--- config.mk ---
export PLATFORM = sky130hd
export DESIGN_NAME = bounded_deque_unit
export DESIGN_NICKNAME = d
export VERILOG_FILES = /design/src/rtl/core/bdq_pkg.sv /design/src/rtl/core/bdq_ring_ram.sv /design/src/rtl/core/bdq_ctrl.sv /design/src/rtl/core/bounded_deque_unit.sv
export SDC_FILE = /design/constraint.sdc
export NUM_CORES = 1
export LEC_CHECK = 0
export ABC_AREA = 1
export ABC_CLOCK_PERIOD_IN_PS = 8500
export BUFFER_PORTS_ARGS = -buffer_cell sky130_fd_sc_hd__buf_4
export CORE_UTILIZATION = 55
export DETAILED_ROUTE_END_ITERATION = 6
export GPL_ROUTABILITY_DRIVEN = 0
export MAX_ROUTING_LAYER = met4
export PLACE_DENSITY = 0.83
export SLEW_MARGIN = 20
export SYNTH_ARGS = -nofsm -noshare
export SYNTH_HDL_FRONTEND = slang
export SYNTH_SLANG_ARGS = --single-unit
--- constraint.sdc ---
create_clock -name clock -period 8.5 [get_ports clock]
set_input_delay 1.7 -clock clock [delete_from_list [all_inputs] [get_ports clock]]
set_output_delay 1.7 -clock clock [all_outputs]
set_load 0.02 [all_outputs]
--- src/rtl/core/bdq_pkg.sv ---
// Shared types and constants for the bounded deque block.
// Used by bdq_ring_ram, bdq_ctrl and bounded_deque_unit; depends on nothing.
package bdq_pkg;

   localparam int WORD_W        = 32;
   localparam int OCC_W         = 5;
   localparam int DEPTH_DEFAULT = 16;

   typedef enum logic [1:0] {
      OP_INS_FRONT = 2'd0,
      OP_INS_REAR  = 2'd1,
      OP_REM_FRONT = 2'd2,
      OP_REM_REAR  = 2'd3
   } op_type;

   typedef enum logic [1:0] {
      ST_OK    = 2'd0,
      ST_FULL  = 2'd1,
      ST_EMPTY = 2'd2
   } status_type;

   typedef enum logic [1:0] {
      S_IDLE = 2'd0,
      S_READ = 2'd1,
      S_RESP = 2'd2
   } state_type;

   typedef struct packed {
      op_type                     opcode;
      logic signed [WORD_W-1:0]   value;
   } req_type;

   typedef struct packed {
      status_type                 status;
      logic signed [WORD_W-1:0]   removed_value;
      logic [OCC_W-1:0]           occupancy;
   } rsp_type;

endpackage

--- src/rtl/core/bdq_ring_ram.sv ---
// Slot store of the deque ring: one write port, one read port, registered read data.
// Depends on bdq_pkg for the word width.
module bdq_ring_ram
   import bdq_pkg::*;
#(
   parameter int DEPTH = DEPTH_DEFAULT,
   parameter int AW    = $clog2(DEPTH)
) (
   input  logic                     clock,
   input  logic                     wr_en,
   input  logic [AW-1:0]            wr_addr,
   input  logic [WORD_W-1:0]        wr_data,
   input  logic                     rd_en,
   input  logic [AW-1:0]            rd_addr,
   output logic [WORD_W-1:0]        rd_data_ff
);

   logic [WORD_W-1:0] mem_ff [DEPTH];

   always_ff @(posedge clock) begin
      if (wr_en) begin
         mem_ff[wr_addr] <= wr_data;
      end
   end

   always_ff @(posedge clock) begin
      if (rd_en) begin
         rd_data_ff <= mem_ff[rd_addr];
      end
   end

endmodule

--- src/rtl/core/bdq_ctrl.sv ---
// Head pointer, word count and handshake sequencer of the deque.
// Drives the slot store ports; depends on bdq_pkg.
module bdq_ctrl
   import bdq_pkg::*;
#(
   parameter int DEPTH = DEPTH_DEFAULT,
   parameter int AW    = $clog2(DEPTH),
   parameter int CW    = $clog2(DEPTH + 1)
) (
   input  logic                clock,
   input  logic                reset,
   input  logic                req_valid,
   output logic                req_ready,
   input  req_type             req_payload,
   output logic                rsp_valid,
   input  logic                rsp_ready,
   output rsp_type             rsp_payload,
   output logic                wr_en,
   output logic [AW-1:0]       wr_addr,
   output logic [WORD_W-1:0]   wr_data,
   output logic                rd_en,
   output logic [AW-1:0]       rd_addr,
   input  logic [WORD_W-1:0]   rd_data
);

   localparam int SW = AW + 1;
   localparam logic [AW-1:0] LAST_IDX = AW'(DEPTH - 1);
   localparam logic [SW-1:0] DEPTH_S  = SW'(DEPTH);
   localparam logic [CW-1:0] DEPTH_C  = CW'(DEPTH);

   state_type         state_ff, state_in;
   logic [AW-1:0]     head_ff, head_in;
   logic [CW-1:0]     count_ff, count_in;
   rsp_type           rsp_ff, rsp_in;

   logic              req_accept;
   logic              is_ins, full, empty, ins_ok, rem_ok;
   logic [AW-1:0]     head_inc, head_dec, tail_addr, last_addr;
   logic [SW-1:0]     tail_sum, last_sum;

   assign req_accept = req_valid && req_ready;
   assign is_ins     = (req_payload.opcode == OP_INS_FRONT) ||
                       (req_payload.opcode == OP_INS_REAR);
   assign full       = (count_ff == DEPTH_C);
   assign empty      = (count_ff == '0);
   assign ins_ok     = is_ins && !full;
   assign rem_ok     = !is_ins && !empty;

   // Ring arithmetic: every sum stays below twice the depth, so one subtract wraps it
   assign head_inc  = (head_ff == LAST_IDX) ? '0 : head_ff + AW'(1);
   assign head_dec  = (head_ff == '0) ? LAST_IDX : head_ff - AW'(1);
   assign tail_sum  = SW'(head_ff) + SW'(count_ff);
   assign last_sum  = tail_sum - SW'(1);
   assign tail_addr = (tail_sum >= DEPTH_S) ? AW'(tail_sum - DEPTH_S) : AW'(tail_sum);
   assign last_addr = (last_sum >= DEPTH_S) ? AW'(last_sum - DEPTH_S) : AW'(last_sum);

   // Next state
   always_comb begin
      state_in = state_ff;
      unique case (state_ff)
         S_IDLE: begin
            if (req_accept) begin
               state_in = rem_ok ? S_READ : S_RESP;
            end
         end
         S_READ: begin
            state_in = S_RESP;
         end
         S_RESP: begin
            if (req_accept) begin
               state_in = rem_ok ? S_READ : S_RESP;
            end else if (rsp_ready) begin
               state_in = S_IDLE;
            end
         end
         default: begin
            state_in = S_IDLE;
         end
      endcase
   end

   // Handshake outputs: take a new word in the cycle the pending result leaves
   always_comb begin
      req_ready = 1'b0;
      rsp_valid = 1'b0;
      unique case (state_ff)
         S_IDLE:  req_ready = 1'b1;
         S_READ:  req_ready = 1'b0;
         S_RESP: begin
            req_ready = rsp_ready;
            rsp_valid = 1'b1;
         end
         default: req_ready = 1'b0;
      endcase
   end

   // Pointer, count, store access and result word
   always_comb begin
      head_in  = head_ff;
      count_in = count_ff;
      rsp_in   = rsp_ff;
      wr_en    = 1'b0;
      wr_addr  = tail_addr;
      wr_data  = req_payload.value;
      rd_en    = 1'b0;
      rd_addr  = head_ff;
      if (state_ff == S_READ) begin
         rsp_in.removed_value = rd_data;
      end
      if (req_accept) begin
         rsp_in.status        = ST_OK;
         rsp_in.removed_value = '0;
         if (is_ins && full) begin
            rsp_in.status = ST_FULL;
         end else if (!is_ins && empty) begin
            rsp_in.status = ST_EMPTY;
         end
         unique case (req_payload.opcode)
            OP_INS_FRONT: begin
               if (ins_ok) begin
                  head_in  = head_dec;
                  wr_en    = 1'b1;
                  wr_addr  = head_dec;
                  count_in = count_ff + CW'(1);
               end
            end
            OP_INS_REAR: begin
               if (ins_ok) begin
                  wr_en    = 1'b1;
                  wr_addr  = tail_addr;
                  count_in = count_ff + CW'(1);
               end
            end
            OP_REM_FRONT: begin
               if (rem_ok) begin
                  rd_en    = 1'b1;
                  rd_addr  = head_ff;
                  head_in  = head_inc;
                  count_in = count_ff - CW'(1);
               end
            end
            OP_REM_REAR: begin
               if (rem_ok) begin
                  rd_en    = 1'b1;
                  rd_addr  = last_addr;
                  count_in = count_ff - CW'(1);
               end
            end
            default: begin
               head_in = head_ff;
            end
         endcase
         rsp_in.occupancy = OCC_W'(count_in);
      end
   end

   always_ff @(posedge clock) begin
      if (reset) begin
         state_ff <= S_IDLE;
         head_ff  <= '0;
         count_ff <= '0;
      end else begin
         state_ff <= state_in;
         head_ff  <= head_in;
         count_ff <= count_in;
      end
   end

   always_ff @(posedge clock) begin
      rsp_ff <= rsp_in;
   end

   assign rsp_payload = rsp_ff;

   a_read_then_resp: assert property (@(posedge clock) disable iff (reset)
      state_ff == S_READ |=> state_ff == S_RESP)
      else $error("store read not followed by result");

   a_one_port_use: assert property (@(posedge clock) disable iff (reset)
      !(wr_en && rd_en))
      else $error("store written and read in one cycle");

   a_insert_counts: assert property (@(posedge clock) disable iff (reset)
      req_accept && ins_ok |=> count_ff == $past(count_ff) + CW'(1))
      else $error("accepted insert did not raise the count");

   a_empty_reject: assert property (@(posedge clock) disable iff (reset)
      req_accept && !is_ins && empty |=>
         state_ff == S_RESP && rsp_ff.status == ST_EMPTY && count_ff == '0)
      else $error("removal from empty store not rejected");

   a_count_bound: assert property (@(posedge clock) disable iff (reset)
      req_accept && is_ins && full |=> count_ff == DEPTH_C && rsp_ff.status == ST_FULL)
      else $error("insert into full store not rejected");

endmodule

--- src/rtl/core/bounded_deque_unit.sv ---
// Bounded double-ended queue of signed words: top level.
// Joins the sequencer bdq_ctrl to the slot store bdq_ring_ram; depends on bdq_pkg.
//
// Use: each word on the req_ channel is one operation (insert front, insert
// rear, remove front, remove rear) with its value. The rsp_ channel returns one
// word per operation: status (ok, full, empty), the removed value on a good
// removal and the occupancy afterwards. Both channels are valid/ready.
// An insert or a rejected operation gives its result in the cycle after
// acceptance; a removal passes through S_READ, the registered read of the slot
// store, and then S_RESP. A new word is taken in the cycle the pending result is
// taken, so while the receiver does not stall, throughput is one operation per
// cycle for inserts and rejects; no new word is taken while a removal is in S_READ.
// Reset (synchronous) empties the deque by clearing head and count; slot
// contents are not cleared. While the receiver stalls, the result holds and no
// new operation is taken.
module bounded_deque_unit
   import bdq_pkg::*;
#(
   parameter int DEPTH = DEPTH_DEFAULT
) (
   input  logic      clock,
   input  logic      reset,
   input  logic      req_valid,
   output logic      req_ready,
   input  req_type   req_payload,
   output logic      rsp_valid,
   input  logic      rsp_ready,
   output rsp_type   rsp_payload
);

   localparam int AW = $clog2(DEPTH);
   localparam int CW = $clog2(DEPTH + 1);

   logic              wr_en;
   logic [AW-1:0]     wr_addr;
   logic [WORD_W-1:0] wr_data;
   logic              rd_en;
   logic [AW-1:0]     rd_addr;
   logic [WORD_W-1:0] rd_data;

   bdq_ctrl #(
      .DEPTH (DEPTH),
      .AW    (AW),
      .CW    (CW)
   ) u_ctrl (
      .clock       (clock),
      .reset       (reset),
      .req_valid   (req_valid),
      .req_ready   (req_ready),
      .req_payload (req_payload),
      .rsp_valid   (rsp_valid),
      .rsp_ready   (rsp_ready),
      .rsp_payload (rsp_payload),
      .wr_en       (wr_en),
      .wr_addr     (wr_addr),
      .wr_data     (wr_data),
      .rd_en       (rd_en),
      .rd_addr     (rd_addr),
      .rd_data     (rd_data)
   );

   bdq_ring_ram #(
      .DEPTH (DEPTH),
      .AW    (AW)
   ) u_ram (
      .clock      (clock),
      .wr_en      (wr_en),
      .wr_addr    (wr_addr),
      .wr_data    (wr_data),
      .rd_en      (rd_en),
      .rd_addr    (rd_addr),
      .rd_data_ff (rd_data)
   );

endmodule

# Word level (Yosys, flattened, before mapping)
# Memory sizes are Yosys's and may differ from the RTL's. A register that Yosys moved wholly into a read port is not among the register bits.
# Index checks and enable logic that the tools add are counted.
totals:
  inputBits: 38
  mem_bits_rw: 512
  reg_bits: 50
  mem_count: 1
  output_inout_bits: 41
memory_table:
  columns: ["name", "words", "word_bits", "rd", "rd_ports_with_merged_regs", "write_ports", "line", "rtl"]
  rows:
  - ["u_ram.mem_ff", 16, 32, 1, 1, 1, "bdq_ring_ram.sv:18", "logic [WORD_W-1:0] mem_ff [DEPTH];"]
classes:
  mux: 32
  n_lt_le_gt_ge: 2
  n_reduce_logical: 18
  n_addsub: 8
  eq_ne: 11
op_table:
  columns: ["cell", "count"]
  rows:
  - ["$mux W4", 12]
  - ["$sub A4 B1 Y4 const B", 3]
  - ["$ge A5 B5 Y1 const B", 2]
  - ["$mux W2", 5]
  - ["$mux W5", 2]
  - ["$pmux W5 S2", 1]
  - ["$sub A5 B1 Y5 const B", 2]
  - ["$mux W1", 9]
  - ["$pmux W4 S2", 1]
  - ["$eq A2 B2 Y1 const B", 3]
  - ["$ne A2 B1 Y1 const B", 3]
  - ["$pmux W2 S3", 1]
  - ["$add A4 B5 Y5", 1]
  - ["$add A5 B1 Y5 const B", 1]
  - ["$eq A5 B5 Y1 const B", 1]
  - ["$logic_and A1 B1 Y1", 5]
  - ["$logic_not A5 Y1", 1]
  - ["$add A4 B1 Y4 const B", 1]
  - ["$eq A2 B1 Y1 const B", 2]
  - ["$eq A4 B4 Y1 const B", 1]
  - ["$logic_not A2 Y1", 2]
  - ["$logic_not A4 Y1", 1]
  - ["$reduce_and A4 Y1", 1]
  - ["$reduce_or A2 Y1", 2]
  - ["6 further kinds", 8]

# Depth between registers and ports, before layout
depth:
  ltp_word: 8
  mapped_depth: 14
  ltp_nobuf: 12

# Hierarchy
# From an unflattened synthesis, not the netlist that was laid out.
unflattened:
  cells_unflattened: 2508
  hier_area_um2: 25871.1
by_module_without_submodules:
  columns: ["module", "seq_area_each_um2", "cells_each", "area_per_inst_um2", "instances"]
  rows:
  - ["bdq_ring_ram", 16335.7, 2120, 23050.9, 1]
  - ["bdq_ctrl", 1071.0, 388, 2820.2, 1]

# Least setup slack after synthesis
# OpenSTA, ideal clock, no wires.
synth_timing:
  path_kind: "input port to flip-flop"
  startpoint: "input port rsp_ready"
  endpoint: "memory u_ram.mem_ff[1][0], enable pin"
  setup_slack_ps: 3832
  stages: 10
  setup_ps: 421
  t_arrival_ps: 4247
  cell_sequence: "inv_1 -> nand2_1 -> nand3_2 -> nor2_4 -> nand2_1 -> o21ai_0 -> inv_1 -> nor2_1 -> nand2_1 -> nor2_1"
synth_via:
  elab_chain_len: 5
  elab_cells_between_ends: 6
  classes_between: "5 x mux; 1 x reduce/logical"
synth_rtl:
  columns: ["item", "line", "rtl"]
  rows:
  - ["start, declared", "bounded_deque_unit.sv:27", "input logic rsp_ready,"]
  - ["$pmux W1 S2 (*)", "bdq_ctrl.sv:86", "unique case (state_ff)"]
  - ["$logic_and A1 B1 Y1 (*)", "bdq_ctrl.sv:41", "assign req_accept = req_valid && req_ready;"]
  - ["$mux W1", "bdq_ctrl.sv:110", "if (req_accept) begin"]
  - ["$mux W1", "bdq_ring_ram.sv:21", "if (wr_en) begin"]
  - ["$mux W1 (not written as such)", "bdq_ring_ram.sv:22", "mem_ff[wr_addr] <= wr_data;"]
  - ["end, declared", "bdq_ring_ram.sv:18", null]
# Mark *: on every way between the ends. The rest lies on a longest branch, timed or not.

# Worst setup path in the final report
layout_timing:
  startpoint: "input port rsp_ready"
  endpoint: "register u_ram.rd_data_ff[11] (read register of u_ram.mem_ff) (data pin)"
layout_via:
  elab_chain_len: 3
  elab_cells_between_ends: 4
  classes_between: "3 x mux; 1 x reduce/logical"
layout_rtl:
  columns: ["item", "line", "rtl"]
  rows:
  - ["$pmux W1 S2", "bdq_ctrl.sv:86", null]
  - ["$logic_and A1 B1 Y1", "bdq_ctrl.sv:41", null]
  - ["$mux W1", "bdq_ctrl.sv:110", null]
  - ["named net rd_en", "bounded_deque_unit.sv:37", "logic rd_en;"]
  - ["end, declared", "bdq_ring_ram.sv:15", "output logic [WORD_W-1:0] rd_data_ff"]
# The timed path passes the listed nets, and every way through them passes these cells.
# A chain may end at the register's enable or synchronous reset.

==> metrics list <==
- Run status: finished with violations
* Violated checks: design-rule violations
- Fraction of final layout cells sized beyond drive strength 1: 8.59%
- Iter 0 DRT Violations: 2661
* Height of the die: 220 um
* Routed wire length: 63600 um
- The slowest stage of the critical path belongs to the cell sky130_fd_sc_hd__nor2_4.
- The worst setup path is captured at a flop.
* Clock Latency Late Sink: about 0.6 ns
- CP Max Fanout: between 90 and 100
* Number of buffer cells added on primary ports: 78
- After detailed routing, the number of vias per cell comes to 5.63.
* Critical Path Max Stage Delay: 0.68 ns
- At the pin with the least slew margin, the transition time is 1.09 ns.
- Global routing used 27.5% of the available tracks.
* Setup repair after global routing missed its margin: false
* Total power after layout: 6.87 mW
- Before CTS, the worst setup slack after placement is 2.08 ns.
- Detailed placement finished with a half-perimeter wire length of 33700 um.
- Number of buffers and inverters on the critical path: 5
* GRT Residual Overflow: 0
* Critical path start-end classification: input pin to flop
* Final critical-path share of the clock period: 65.9%
- For this design the ratio of total power to cell area is between 200 and 250 nW/um^2.
* Final slew viol count: 0
- Post-synth top area share: a little over three fifths
- The placed instances occupy a cell area of 27300 sq um.
- Core area: 46800 sq um
* Longest Clk Path Bufs: 3
* Pin count of the biggest net entering global routing: 182
* Most used standard cells in the synthesized netlist: 620 x sky130_fd_sc_hd__nand3_1, 583 x sky130_fd_sc_hd__inv_1, 551 x sky130_fd_sc_hd__edfxtp_1
- Unique masters post-synth: 33
- Synthesis produced a netlist with a net count of roughly 2.6k.
* Number of top-level pins: 79
* Layout overhead on the synthesized area: 11.5%
- Synth Register Bits: ~590
- STA puts the critical path data arrival time at between 5 and 6 ns.
- The analysis attributes to cell leakage a power of about 13 nW.
- Fraction of registers with async set/reset: 0%
* Width of the die: 220 um
- Number of global-route vias before repair: 18.1k
- Setup total negative slack on the finished layout was measured at 0 ns.
- IR analysis of the VDD net gives a maximum drop of 196 uV.
- The mapped netlist covers 26100 sq um.
- In the routed design, unresolved DRC markers number 20.
* Flip-flop cell with the highest count after synthesis: sky130_fd_sc_hd__edfxtp_1
- Across the run, the number of max-cap violations was 0.
- Capturing instance or port of the critical path: u_ram.rd_data_ff[11]
- Count of cells along the worst register-to-register path: 13
* Worst Hold Class: flop to flop
- For this run, the post-layout net count is 2661.
* Hold buffers post-CTS: 0
- The critical path goes through buf_4, inv_1, nand2_1, nand3_2, nor2_4, buf_4, nand3_4, buf_4, nand2_8, buf_12, nand2_1, nand3_1, nand3_1, nand3_1, nand2_1.
* Resize count post-CTS: 0
* Number of sinks handled by clock tree synthesis: 594
* Endpoint of the most critical register-to-register path: u_ram.rd_data_ff[11]
- Averaged over all synthesized cells, the footprint is between 10 and 15 sq um.
- Data on the critical path is required at its endpoint by 8.85 ns.
- The worst setup path is launched from an input pin.
* Critical path depth in cells: 15
- Startpoint of the worst-slack reg-to-reg timing path: u_ctrl.state_ff[1]
* Number of search-and-repair iterations in the first detailed-routing pass: 7
- In this run the tightest slew margin relative to its limit is 27.2%.
* Final min period: 5.60 ns
- Register-to-Register Setup Slack: 3.76 ns
- The finished cells cover 29100 sq um.
* DIE AREA: 48400 sq um
- After detailed routing, the average wire length per cell comes to 19.5 um.
- Antenna-violating nets left: 0
- Once the floorplan was initialized, standard cells occupied 55.9% of the core.
* Final count of negative-setup-slack endpoints: 0
- Post-synth top area cell: sky130_fd_sc_hd__edfxtp_1
- For this run, the register share of the synthesized area comes to 66.6%.
- Family of cells with the greatest summed delay on the critical path: simple AND/OR/NAND/NOR gates
- The most common cell in the synthesized netlist is sky130_fd_sc_hd__nand3_1.
- CP Launch Point: rsp_ready
- The final count of hold timing violations was 0.
* Wire length of the first global-routing pass: 97600 um
* Worst-path clk slew: 0.06 ns
* Post-route worst setup slack: 2.90 ns
- In this run, synthesis inferred ~550 flip-flops with an integrated enable.
- Summing over every cut layer, the via total after detailed routing is 18.4k.
* Antenna violations before repair: 5
- Cells after synthesis: 2578
- TritonCTS Buffers: 56
* CTS root buffer: sky130_fd_sc_hd__clkbuf_16
- Across the routed clock network, the largest skew measured is 0.0133 ns.
- The initialized floorplan defines 79 standard-cell rows.
- TritonCTS built the clock tree.
- Largest cells by area after synthesis: sky130_fd_sc_hd__edfxtp_1 63%, sky130_fd_sc_hd__nand3_1 12%, sky130_fd_sc_hd__inv_1 8.4%
* Filler cell count in the final layout: 3300
- Yosys warnings: 0
- Setup bufs post-CTS: 0
- Maximum clock frequency: 0.179 GHz
* Number of H-tree levels: 2
flip-flops by register name (all words and copies together) (netlist names):
name	cells
u_ram.mem_ff	512
u_ctrl.count_ff	5
u_ctrl.state_ff	2
u_ram.rd_data_ff	32
u_ctrl.rsp_payload	39
u_ctrl.head_ff	4
worst min path at each step:
stage	startpoint	end	slack [ns]	depth (start not counted)
floorplan	u_ram.rd_data_ff[18]	u_ctrl.rsp_payload[23]	0.49	4
detailed placement	u_ctrl.rsp_payload[22]	u_ctrl.rsp_payload[22]	0.52	4
CTS	u_ctrl.rsp_payload[22]	u_ctrl.rsp_payload[22]	0.53	4
global route	u_ctrl.rsp_payload[17]	u_ctrl.rsp_payload[17]	0.55	4
global placement	u_ctrl.rsp_payload[24]	u_ctrl.rsp_payload[24]	0.51	4
finish	u_ctrl.rsp_payload[22]	u_ctrl.rsp_payload[22]	0.52	4
stage by stage:
stage	hold slack, ns	util [%]	instances
after global routing	0.554	62.3	3265
after CTS	0.525	62.2	3259
after detailed placement	0.516	58.3	3161
after floorplan	0.495	-	2578
after global placement	0.509	58.3	3161
final	0.523	62.3	3265
power breakdown:
group          total (mW)  internal [mW]  switching [mW]
combinational       0.993          0.276           0.717
clock                2.52           1.46            1.05
sequential           3.36           3.31          0.0463
total                6.87           5.05            1.82
area by class of cell:
class / instances / area [sq um] / area share (%)
antenna: 5 / 12.5 / 0.0430
clock buffer: 65 / 1460 / 5.00
clock inverter: 33 / 372 / 1.28
inverter: 585 / 2200 / 7.54
multi-input combinational: 1268 / 6080 / 20.9
sequential: 594 / 17400 / 59.8
tap: 607 / 759 / 2.61
timing repair buffer: 108 / 843 / 2.90
per-layer routing:
layer / global-route usage, % / up-vias / share of wire [%]
li1: - / 8396 / -
met1: 33.0 / 8586 / 36
met2: 44.6 / 1187 / 48
met3: 5.62 / 220 / 12
met4: 12.8 / 0 / 4.3
met5: - / - / 0
layout by cell type, fill, tap and decap left out, types with 9 or more instances in the layout:
cell                          n
sky130_fd_sc_hd__ha_1         9
sky130_fd_sc_hd__nand2_1    540
sky130_fd_sc_hd__o21ai_0     15
sky130_fd_sc_hd__dfxtp_1     43
sky130_fd_sc_hd__clkinv_2    12
sky130_fd_sc_hd__clkinv_1     9
sky130_fd_sc_hd__edfxtp_1   551
sky130_fd_sc_hd__buf_4      106
sky130_fd_sc_hd__a21oi_1     12
sky130_fd_sc_hd__inv_1      582
sky130_fd_sc_hd__nor2_1       9
sky130_fd_sc_hd__nand3_1    620
sky130_fd_sc_hd__nor2_4      20
sky130_fd_sc_hd__clkbuf_16   57
logic make-up after synthesis:
logic type | Yosys count | share of synthesized area [%]
simple gates | 1207 | 20.7
buf+inv | 716 | 10.9
xor+xnor | 13 | 0.436
compound gates | 38 | 0.800
fa+ha+maj | 10 | 0.507
flops | 594 | 66.6
tightest hold or removal path: stages (launching register included):
cell                      delay [ns]
sky130_fd_sc_hd__dfxtp_1        0.31
sky130_fd_sc_hd__nand2_1        0.06
sky130_fd_sc_hd__nand2_1        0.04
sky130_fd_sc_hd__nand2_1        0.05
sky130_fd_sc_hd__inv_1          0.03
Power figures use the tool's default switching activity.
